<file path="config.mk">
export PLATFORM = sky130hd
export DESIGN_NAME = amu_lrsc_alu
export DESIGN_NICKNAME = d
export VERILOG_FILES = /design/src/hw/rtl/amu_lrsc_pkg.sv /design/src/hw/rtl/amu_lrsc_alu.sv
export SDC_FILE = /design/constraint.sdc
export NUM_CORES = 1
export LEC_CHECK = 0
export BUFFER_PORTS_ARGS = -buffer_cell sky130_fd_sc_hd__clkbuf_2
export CORE_MARGIN = 4
export CORE_UTILIZATION = 55
export DETAILED_ROUTE_END_ITERATION = 10
export PLACE_DENSITY = 0.88
export SLEW_MARGIN = 5
export SYNTH_ARGS = -nofsm -noshare
export SYNTH_HDL_FRONTEND = slang
export SYNTH_SLANG_ARGS = --single-unit
</file>
<file path="constraint.sdc">
create_clock -name vclk -period 4.55
set_input_delay 0.6825 -clock vclk [all_inputs]
set_output_delay 0.6825 -clock vclk [all_outputs]
set_load 0.05 [all_outputs]
</file>
<file path="src/hw/rtl/amu_lrsc_pkg.sv">
`timescale 1ns / 1ps

package amu_lrsc_pkg;

  // default store depth in words
  localparam int MEM_WORDS_DEF = 1024;

  // word fields
  localparam int FUNC_W   = 3;
  localparam int BADDR_W  = 12;
  localparam int WADDR_W  = BADDR_W - 2;
  localparam int DATA_W   = 32;
  localparam int IN_W     = 48;
  localparam int KCNT_W   = 4;

  // operation codes
  localparam logic [FUNC_W-1:0] FN_ADD  = 3'd0;
  localparam logic [FUNC_W-1:0] FN_AND  = 3'd1;
  localparam logic [FUNC_W-1:0] FN_OR   = 3'd2;
  localparam logic [FUNC_W-1:0] FN_XOR  = 3'd3;
  localparam logic [FUNC_W-1:0] FN_SWAP = 3'd4;
  localparam logic [FUNC_W-1:0] FN_LR   = 3'd5;
  localparam logic [FUNC_W-1:0] FN_SC   = 3'd6;

  // store-conditional result codes
  localparam logic [DATA_W-1:0] SC_OK   = 32'd0;
  localparam logic [DATA_W-1:0] SC_FAIL = 32'd1;

  // control into the combine unit
  typedef struct packed {
    logic [FUNC_W-1:0] func;
    logic              res_hit;
  } alu_ctrl_t;

  // decisions out of the combine unit
  typedef struct packed {
    logic              wr_en;
    logic [DATA_W-1:0] wr_data;
    logic [DATA_W-1:0] rd_value;
    logic              res_set;
    logic              res_clear;
  } alu_res_t;

  // number of subtract steps that reduce a word address modulo the depth
  function automatic int red_steps(input int m);
    int n;
    n = 0;
    if (m < (1 << WADDR_W)) begin
      while ((m << n) < (1 << WADDR_W)) n = n + 1;
    end
    return n;
  endfunction

endpackage

</file>
<file path="src/hw/rtl/amu_lrsc_alu.sv">
`timescale 1ns / 1ps

module amu_lrsc_alu (
  input  amu_lrsc_pkg::alu_ctrl_t                 ctrl,
  input  logic [amu_lrsc_pkg::DATA_W-1:0]         old_word,
  input  logic [amu_lrsc_pkg::DATA_W-1:0]         operand,
  output amu_lrsc_pkg::alu_res_t                  res
);

  // decode the operation into write, result and reservation actions
  always_comb begin
    res.wr_en     = 1'b0;
    res.wr_data   = operand;
    res.rd_value  = old_word;
    res.res_set   = 1'b0;
    res.res_clear = 1'b0;
    unique case (ctrl.func)
      amu_lrsc_pkg::FN_ADD: begin
        res.wr_en   = 1'b1;
        res.wr_data = old_word + operand;
      end
      amu_lrsc_pkg::FN_AND: begin
        res.wr_en   = 1'b1;
        res.wr_data = old_word & operand;
      end
      amu_lrsc_pkg::FN_OR: begin
        res.wr_en   = 1'b1;
        res.wr_data = old_word | operand;
      end
      amu_lrsc_pkg::FN_XOR: begin
        res.wr_en   = 1'b1;
        res.wr_data = old_word ^ operand;
      end
      amu_lrsc_pkg::FN_SWAP: begin
        res.wr_en = 1'b1;
      end
      amu_lrsc_pkg::FN_LR: begin
        res.res_set = 1'b1;
      end
      amu_lrsc_pkg::FN_SC: begin
        res.res_clear = 1'b1;
        res.wr_en     = ctrl.res_hit;
        res.rd_value  = ctrl.res_hit ? amu_lrsc_pkg::SC_OK : amu_lrsc_pkg::SC_FAIL;
      end
      default: begin
        // unused code acts as a plain load
      end
    endcase
  end

endmodule

</file>
# [After elaboration in Yosys (flattened, before gate mapping)]
# Cells that the tools add are included.
[word_totals] reg_bits=0 wordCells=18 out_inout_bits=67 input_bits=68
[op_classes] n_eq_ne=6 n_reduce_logical=2 add_sub_neg=1 bitwise_logic=3 mux=6
[op_table] op="$pmux W32 S4" count=1
[op_table] op="$add A32 B32 Y32" count=1
[op_table] op="$and A32 B32 Y32" count=1
[op_table] op="$mux W32" count=1
[op_table] op="$or A32 B32 Y32" count=1
[op_table] op="$xor A32 B32 Y32" count=1
[op_table] op="$eq A3 B3 Y1 const B" count=3
[op_table] op="$eq A3 B2 Y1 const B" count=2
[op_table] op="$reduce_or A5 Y1" count=1
[op_table] op="$eq A3 B1 Y1 const B" count=1
[op_table] op="$logic_not A3 Y1" count=1
[op_table] op="$mux W1" count=3
[op_table] op="$pmux W1 S2" count=1

# [Longest topological paths before layout]
# Gate-level depths: netlist (run 1).
[logic_depth] depth_word=3 depth_mapped=12 depth_no_buf=12

# [Least setup slack after synthesis (run 1)]
# No wires, ideal clock.
[synth_timing] path_type="in2out" from="in old_word[0] (netlist name)" to="out res[64] (netlist name)" t_arrival_ns=3.640 required_ns=3.868 cell_stages=11 path_buffers=0 slack_ns=0.228 cell_sequence="ha_1 inv_1 fa_1 nand2b_1 a21oi_1 o21ai_2 o221ai_2 a31oi_1 o31ai_4 mux2i_1 o21ai_0"
[synth_lines] item="start, declared" line="amu_lrsc_alu.sv:5" rtl="input logic [amu_lrsc_pkg::DATA_W-1:0] old_word,"
[synth_lines] item="end, declared" line="amu_lrsc_alu.sv:7" rtl="output amu_lrsc_pkg::alu_res_t res"

==> reports/results.ini, run 1 <==
[cts]
cts_resized=0
post_cts.repair.setup_buffers=0
cts_hold_buf=0

[power_and_ir_drop]
pwr_density_cell_nw_per_um2=164
ir_drop_uv=99.1
p_leak_nw=2.47
total_power_mw=0.701

[drt]
antenna_left=0
wl_per_cell_um=14.7
firstDrtPassIters=5
viasPerCell=5.85
dr_total_vias=4139
drcViolationCount=0
wirelength_um=10400
drtIter0Drc=228

[logic_synthesis]
synth_area_leaders=ha_1, inv_1, mux2i_1
syn_area_sq_um=3560
ys.warnings.count=0
synth_top_area_cell=ha_1
synth_top_area_share_pct=22.5
syn_inst=521
syn_area_per_cell_sq_um=6.84
synth.most_common_cell=inv_1
synth_nets=654
ys_types=62
ys_seq_area_share_pct=0
yosys-top-cells-count=inv_1, ha_1, nor2_1, a21oi_1, nand2_1

[sta]
setup_viol=0
setup_ws_ns=0.193
holdWs_ns=1.76
min_period_ns=4.36
max_slew_margin_pct=58.7
rsz0062_at_grt=false
tightestPinTransition_ns=0.617
report.final.slew_viol_count=0
fmax_mhz=230
fin_crit_sh_pct=95.7
setup_tns_ns=0
hold_violations=0

[final_layout]
final_cell_area_sq_um=4260
final_net_count=765
n_sequential_cell=0
antennaDiodeCount=0
final_core_util_pct=67.5
clockBufferCount=0
fillers=567
drive_gt1_share_pct=26.2
syn_to_final_growth_pct=19.6
layoutNonFillerInstCount=707
seq_area_sq_um=0

[floorplan]
die-area_sq_um=7830
num_rows=29
coreArea_sq_um=6310
die_y_um=88.5
die-width_um=88.5
start_util_pct=56.4
io_pins=135

[worst_setup_path]
critPathKind=input port to primary output
required_ns=3.87
startpoint_type=input port
startpoint=old_word[0]
critPathArrivalTime_ns=3.67
end_kind=primary output
path_max_fanout=4

[global_routing]
grt_overflow=0
met3_usage_pct=1.40
grtUsageTotal_pct=25.7
grt_pass1_vias=3952
grt_max_degree=33
busiest_layer=met2
antenna_found_initial=0
global_route.usage.met1_pct=31.9
grt_util_met2_pct=48.9
grt_pass1_wl_um=17000

[place]
hpwl_um=8370
gp_congestion=0.943
dp_slack_ns=0.318
dp_cells=707
postPlaceCellArea_sq_um=4260
portBuffers=135

[job]
cap_violations=0

[outcome]
status=finished clean

[hold_path]
holdCritStartpoint=ctrl[0]
hp-class=input port to primary output

-- area by class of cell --
| type | count | area (sq um) | area share (%) |
|---|---|---|---|
| tap | 77 | 96.3 | 2.26 |
| multi-input combinational | 400 | 3110 | 72.9 |
| inverter | 88 | 330 | 7.75 |
| timing repair buffer | 142 | 728 | 17.1 |
-- cells by family after synthesis --
kind of cell               after synthesis  synth area share [%]
xor gates and xnor gates                28                  6.88
muxes                                   28                  10.0
adders and majority gates               65                  23.0
AOI/OAI and AO/OA                      153                  30.8
and+or+nand+nor                        126                  16.2
buffers and inverters                  121                  13.1
-- worst max-delay path, cell delays in order --
cell and delay (ns):
clkbuf_2 0.10, ha_1 0.21, inv_1 0.08, fa_1 0.39, nand2b_1 0.18, a21oi_1 0.23
o21ai_2 0.12, o221ai_2 0.29, nand3_1 0.17, o21ai_0 0.42, a21oi_1 0.15, xor2_1 0.16
o221ai_1 0.17, clkbuf_2 0.30
-- path summary, 6_finish.rpt --
check	slack (ns)	depth (start not counted)	endpoint
max	0.19	14	res[58]
min	1.76	3	res[2]
-- cell usage in the layout, fill, tap and decap left out, types with 2 or more instances in the layout --
cell type,count
mux2i_1,21
a21oi_1,41
and4_1,2
o22ai_1,3
a211oi_1,2
xnor2_1,20
nand2_1,37
clkbuf_2,135
xor2_1,8
a22oi_1,5
a21o_1,17
nor2_1,51
and3_1,5
ha_1,64
a222oi_1,8
nand2b_1,6
a21boi_0,2
a221o_1,8
mux4_2,6
o221ai_1,3
o21ai_0,30
nor3_1,3
nand4_1,5
a31oi_1,2
o21ai_1,2
nand3_1,5
or2_2,2
o221ai_2,2
o21a_1,3
buf_4,7
a221oi_1,5
inv_1,88
nor2b_1,3
o31ai_1,2
-- per-layer routing --
| metal | vias to the layer above | wire [um] |
|---|---|---|
| met2 | 173 | 5300 |
| met1 | 1921 | 4310 |
| li1 | 2031 | - |
| met4 | 0 | 102 |
| met3 | 14 | 720 |
| met5 | - | 0 |
-- power by group --
group	total, mW	switching, mW	leakage, nW	internal, mW
Sequential	0	0	0	0
Combinational	0.701	0.466	2.47	0.235
Clock	0	0	0	0
Total	0.701	0.466	2.47	0.235
(Power assumes the default switching activity.)
==> inputs of run 2 (changes only) <==
--- a/config.mk
+++ b/config.mk
@@ -10,6 +10,7 @@
 export CORE_UTILIZATION = 55
 export DETAILED_ROUTE_END_ITERATION = 10
 export PLACE_DENSITY = 0.88
+export REMOVE_ABC_BUFFERS = 1
 export SLEW_MARGIN = 5
 export SYNTH_ARGS = -nofsm -noshare
 export SYNTH_HDL_FRONTEND = slang
==> constraint.sdc (replaced) <==
create_clock -name vclk -period 4.55
set_input_delay 0.91 -clock vclk [all_inputs]
set_output_delay 0.91 -clock vclk [all_outputs]
set_load 0.05 [all_outputs]
==> run 2 against run 1 <==
Against the previous run:
- utilization is 3.3 points higher
- highest routed layer unchanged
- via count is 2.5% higher
- global-route usage is 1.6 points higher
- total power is 6.2% higher
- critical path type unchanged
- fmax is 1.4% lower
- die area stayed put
- largest power group unchanged
- final cell count is 1.4% higher
- setup slack worse by 0.063 ns
- non-clock buffer count is 10 higher
==> reports/results.ini, run 2 (synthesized netlist as in run 1, its figures left out) <==
[final_layout]
antennaDiodeCount=0  ; unchanged
final_cell_area_sq_um=4470  ; +4.9%
clockBufferCount=0  ; unchanged
final_common_cell=clkbuf_2
seq_area_sq_um=0  ; unchanged
final_cell_mix=clkbuf_2, inv_1, ha_1
drive_gt1_share_pct=28.4  ; +2.2 points
syn_to_final_growth_pct=25.4
final_net_count=775  ; +1.3%
n_sequential_cell=0  ; unchanged

[hold_path]
holdPathStages=3  ; unchanged
holdPathEnd=res[2]
holdCritStartpoint=ctrl[0]
hp-class=input port to primary output

[place]
portBuffers=135  ; unchanged
gp_congestion=0.944  ; +0.12%
postPlaceCellArea_sq_um=4400  ; +3.2%
hpwl_um=8990  ; +7.4%

[sta]
rsz0062_at_grt=true
holdWs_ns=2.22  ; +0.454 ns
fin_crit_sh_pct=97.1  ; +1.4 points
tightestPinTransition_ns=0.471  ; -0.146 ns
fmax_mhz=226  ; -1.4%
setup_viol=0  ; unchanged
report.final.slew_viol_count=0  ; unchanged
max_slew_margin_pct=68.6  ; +9.9 points
min_period_ns=4.42  ; +0.0625 ns
hold_violations=0  ; unchanged

[worst_setup_path]
slowest_stage=o311a_4
critical_path.max_stage_delay_ns=0.42  ; about the same
startpoint_type=input port
end_kind=primary output
cp_cell_sequence=clkbuf_2 -> inv_1 -> ha_1 -> a211oi_1 -> o311a_4 -> nor4_4 -> o21ai_1 -> a21o_2 -> o21ai_4 -> o31ai_2 -> xor2_1 -> o221ai_2 -> clkbuf_4
critPathArrivalTime_ns=3.51  ; -0.16 ns
cp_num_buf_inv=3  ; unchanged
required_ns=3.64  ; -0.23 ns
critical-path-top-delay-family=compound AO/OA/AOI/OAI gates
critPathKind=input port to primary output
path_max_fanout=3  ; -1

[drt]
drcViolationCount=0  ; unchanged
wl_per_cell_um=15.6  ; +5.6%
dr_total_vias=4242  ; +2.5%
viasPerCell=5.92  ; +1.1%
drtIter0Drc=218  ; -4.4%
firstDrtPassIters=6  ; +1
antenna_left=0  ; unchanged
wirelength_um=11200  ; +7.1%

[global_routing]
grt_overflow=0  ; unchanged
antenna_found_initial=0  ; unchanged
grt_pass1_vias=4251  ; +7.6%
grt_pass1_wl_um=17800  ; +4.6%
grtUsageTotal_pct=27.4  ; +1.6 points
grt_max_degree=27  ; -18%

[floorplan]
die-width_um=88.5  ; unchanged
num_rows=29  ; unchanged
start_util_pct=56.4  ; unchanged
io_pins=135  ; unchanged
die_y_um=88.5  ; unchanged
die-area_sq_um=7830  ; unchanged
coreArea_sq_um=6310  ; unchanged

[power_and_ir_drop]
p_leak_nw=2.55  ; +3.3%
pwr_density_cell_nw_per_um2=166  ; +1.2%
ir_drop_uv=113  ; +14%

[outcome]
status=finished clean

[job]
cap_violations=0  ; unchanged

-- run 2: how the worst max path moves through the flow --
stage / to / start / slack [ns] / cells after the start
3_5_place_dp: res[60] / old_word[0] / -0.01 / 14
5_1_grt: res[50] / old_word[0] / -0.02 / 15
4_1_cts: res[50] / old_word[0] / 0.01 / 15
2_1_floorplan: res[64] / old_word[0] / -0.23 / 11
3_3_place_gp: res[60] / old_word[0] / 0.06 / 14
6_report: res[63] / operand[1] / 0.13 / 13
-- run 2: final cells by class --
type	count	area (sq um)
fill	559	1840
timing repair buffer	152	878
multi-input combinational	400	3160
inverter	88	330
tap	77	96.3
-- run 2: per-stage QoR --
step                setup WS [ns]  instances  utilization (%)  power (mW)  TNS [ns]
floorplan                  -0.227        488                -       0.519    -0.768
global placement           0.0556        717             69.6       0.704         0
detailed placement        -0.0116        717             69.6       0.724   -0.0116
CTS                        0.0138        717             69.6       0.727         0
global route              -0.0187        717             70.8       0.801   -0.0187
finish                      0.131        717             70.8       0.744         0
-- run 2: timing repair --
action,in CTS,in global routing
resized for setup,0,24
endpoints found under the setup margin,3,12
hold buffers,0,0
gates cloned,0,0
pin swaps,1,3
buffers inserted,0,0
-- run 2: routing by layer --
metal	vias to the layer above	wire length, um	global-route usage (%)
li1	2044	-	-
met1	1977	4330	30.4
met2	191	5770	52.8
met3	30	752	1.96
met4	0	318	11.7
met5	-	0	0
-- run 2: where the power goes --
| part | internal (mW) | switching, mW | total, mW |
|---|---|---|---|
| clock | 0 | 0 | 0 |
| sequential | 0 | 0 | 0 |
| combinational | 0.263 | 0.481 | 0.744 |
==> inputs of run 3 (changes only) <==
--- a/config.mk
+++ b/config.mk
@@ -6,10 +6,12 @@
 export NUM_CORES = 1
 export LEC_CHECK = 0
 export BUFFER_PORTS_ARGS = -buffer_cell sky130_fd_sc_hd__clkbuf_2
+export CELL_PAD_IN_SITES_DETAIL_PLACEMENT = 1
+export CELL_PAD_IN_SITES_GLOBAL_PLACEMENT = 1
 export CORE_MARGIN = 4
-export CORE_UTILIZATION = 55
+export CORE_UTILIZATION = 39
 export DETAILED_ROUTE_END_ITERATION = 10
-export PLACE_DENSITY = 0.88
+export PLACE_DENSITY_LB_ADDON = 0.1
 export REMOVE_ABC_BUFFERS = 1
 export SLEW_MARGIN = 5
 export SYNTH_ARGS = -nofsm -noshare
==> run 3 against run 2 <==
Against the previous run:
- critical path depth is 2 higher
- combinational power is 2% higher
- final cell count is 5.6% higher
- clock-buffer cell count stayed put
- critical path type unchanged
- largest cell class unchanged
==> reports/results.ini, run 3 (synthesized netlist as in run 1, its figures left out) <==
[outcome]
status=finished clean

[place]
gp_congestion=0.829  ; -12%
portBuffers=135  ; unchanged
hpwl_um=10500  ; +17%

[floorplan]
num_rows=34  ; +17%
start_util_pct=40.5  ; -16 points
die_y_um=104  ; +17%
die-area_sq_um=10700  ; +37%
io_pins=135  ; unchanged
coreArea_sq_um=8810  ; +39%
die-width_um=104  ; +17%

[global_routing]
grt_pass1_vias=4402  ; +3.6%
grtUsageTotal_pct=22.3  ; -5.0 points
grt_pass1_wl_um=21100  ; +18%
grt_util_met2_pct=41.8  ; -11 points
grt_max_degree=24  ; -11%
met3_usage_pct=1.37  ; -0.59 points
antenna_found_initial=0  ; unchanged
grt_overflow=0  ; unchanged
global_route.usage.met1_pct=29.1  ; -1.3 points
busiest_layer=met2

[drt]
viasPerCell=5.59  ; -5.6%
wirelength_um=12600  ; +13%
wl_per_cell_um=16.7  ; +7.1%
firstDrtPassIters=5  ; -1
dr_total_vias=4228  ; -0.33%
antenna_left=0  ; unchanged
drtIter0Drc=135  ; -38%
drcViolationCount=0  ; unchanged

[cts]
cts_hold_buf=0  ; unchanged

[final_layout]
drive_gt1_share_pct=29.9  ; +1.5 points
seq_area_sq_um=0  ; unchanged
syn_to_final_growth_pct=27.6
antennaDiodeCount=0  ; unchanged
multi_input_comb_area_sq_um=3150  ; -0.47%
clockBufferCount=0  ; unchanged
final_cell_mix=clkbuf_2, inv_1, ha_1
final_net_count=784  ; +1.2%
fillers=1209  ; +120%
final_core_util_pct=51.6  ; -19 points
n_sequential_cell=0  ; unchanged
final_common_cell=clkbuf_2

[worst_setup_path]
critPathKind=input port to primary output
startpoint_type=input port
required_ns=3.64  ; about the same
startpoint=old_word[0]
critPathArrivalTime_ns=3.53  ; +0.02 ns
path_max_fanout=3  ; unchanged
end_kind=primary output

[power_and_ir_drop]
p_leak_nw=2.59  ; +1.4%
ir_drop_uv=72.8  ; -36%
pwr_density_cell_nw_per_um2=166  ; about the same

[sta]
setup_viol=0  ; unchanged
max_slew_margin_pct=59.7  ; -8.9 points
fmax_mhz=225  ; -0.50%
holdWs_ns=2.20  ; -0.0179 ns
tightestPinTransition_ns=0.603  ; +0.133 ns
fin_crit_sh_pct=97.6  ; +0.49 points
report.final.slew_viol_count=0  ; unchanged
hold_violations=0  ; unchanged
min_period_ns=4.44  ; +0.0221 ns

[job]
cap_violations=0  ; unchanged

[hold_path]
hp-class=input port to primary output
holdCritStartpoint=operand[24]

==> run 3: metal layers <==
| layer | wire length [um] | share of wire, % |
|---|---|---|
| met2 | 6320 | 50 |
| met4 | 112 | 0.89 |
| met3 | 602 | 4.8 |
| met1 | 5590 | 44 |
| met5 | 0 | 0 |
==> run 3: metrics by stage <==
| step | instances | cell area, sq um | setup TNS, ns | worst slack, ns | total power, mW |
|---|---|---|---|---|---|
| 3_5_place_dp | 756 | 4480 | -0.0994 | -0.0344 | 0.742 |
| 6_report | 757 | 4550 | 0 | 0.109 | 0.757 |
| 2_1_floorplan | 488 | 3430 | -0.768 | -0.227 | 0.519 |
| 3_3_place_gp | 756 | 4480 | 0 | 0.0425 | 0.722 |
| 4_1_cts | 756 | 4490 | 0 | 0.0138 | 0.747 |
| 5_1_grt | 757 | 4550 | -0.0667 | -0.0422 | 0.820 |
==> run 3: repair_timing <==
item,CTS,global route
endpoints found under the setup margin,5,15
pin swaps,1,5
buffers inserted,0,1
resized for setup,3,25
==> run 3: final timing paths <==
path	to	slack [ns]	cells past startpoint
worst max-delay path	res[64]	0.11	15
worst min-delay path	res[58]	2.20	4
==> run 3: layout make-up <==
class / instances / area share (%)
Multi-Input combinational cell: 400 / 69.3
Timing Repair Buffer: 161 / 20.5
Inverter: 88 / 7.27
Tap cell: 108 / 2.97
==> run 3: worst max-delay path, cell delays in order <==
cell      delay [ns]
clkbuf_2        0.09
ha_1            0.16
inv_1           0.07
fa_1            0.42
nand2b_4        0.17
a21oi_2         0.15
o21ai_2         0.08
o221ai_2        0.17
a31oi_1         0.19
o31ai_4         0.31
buf_4           0.18
mux2i_1         0.17
o21ai_0         0.12
buf_4           0.19
buf_12          0.14
==> run 3: where the power goes <==
group	total, mW	internal [mW]	switching (mW)
clock network	0	0	0
logic	0.757	0.268	0.489
registers	0	0	0
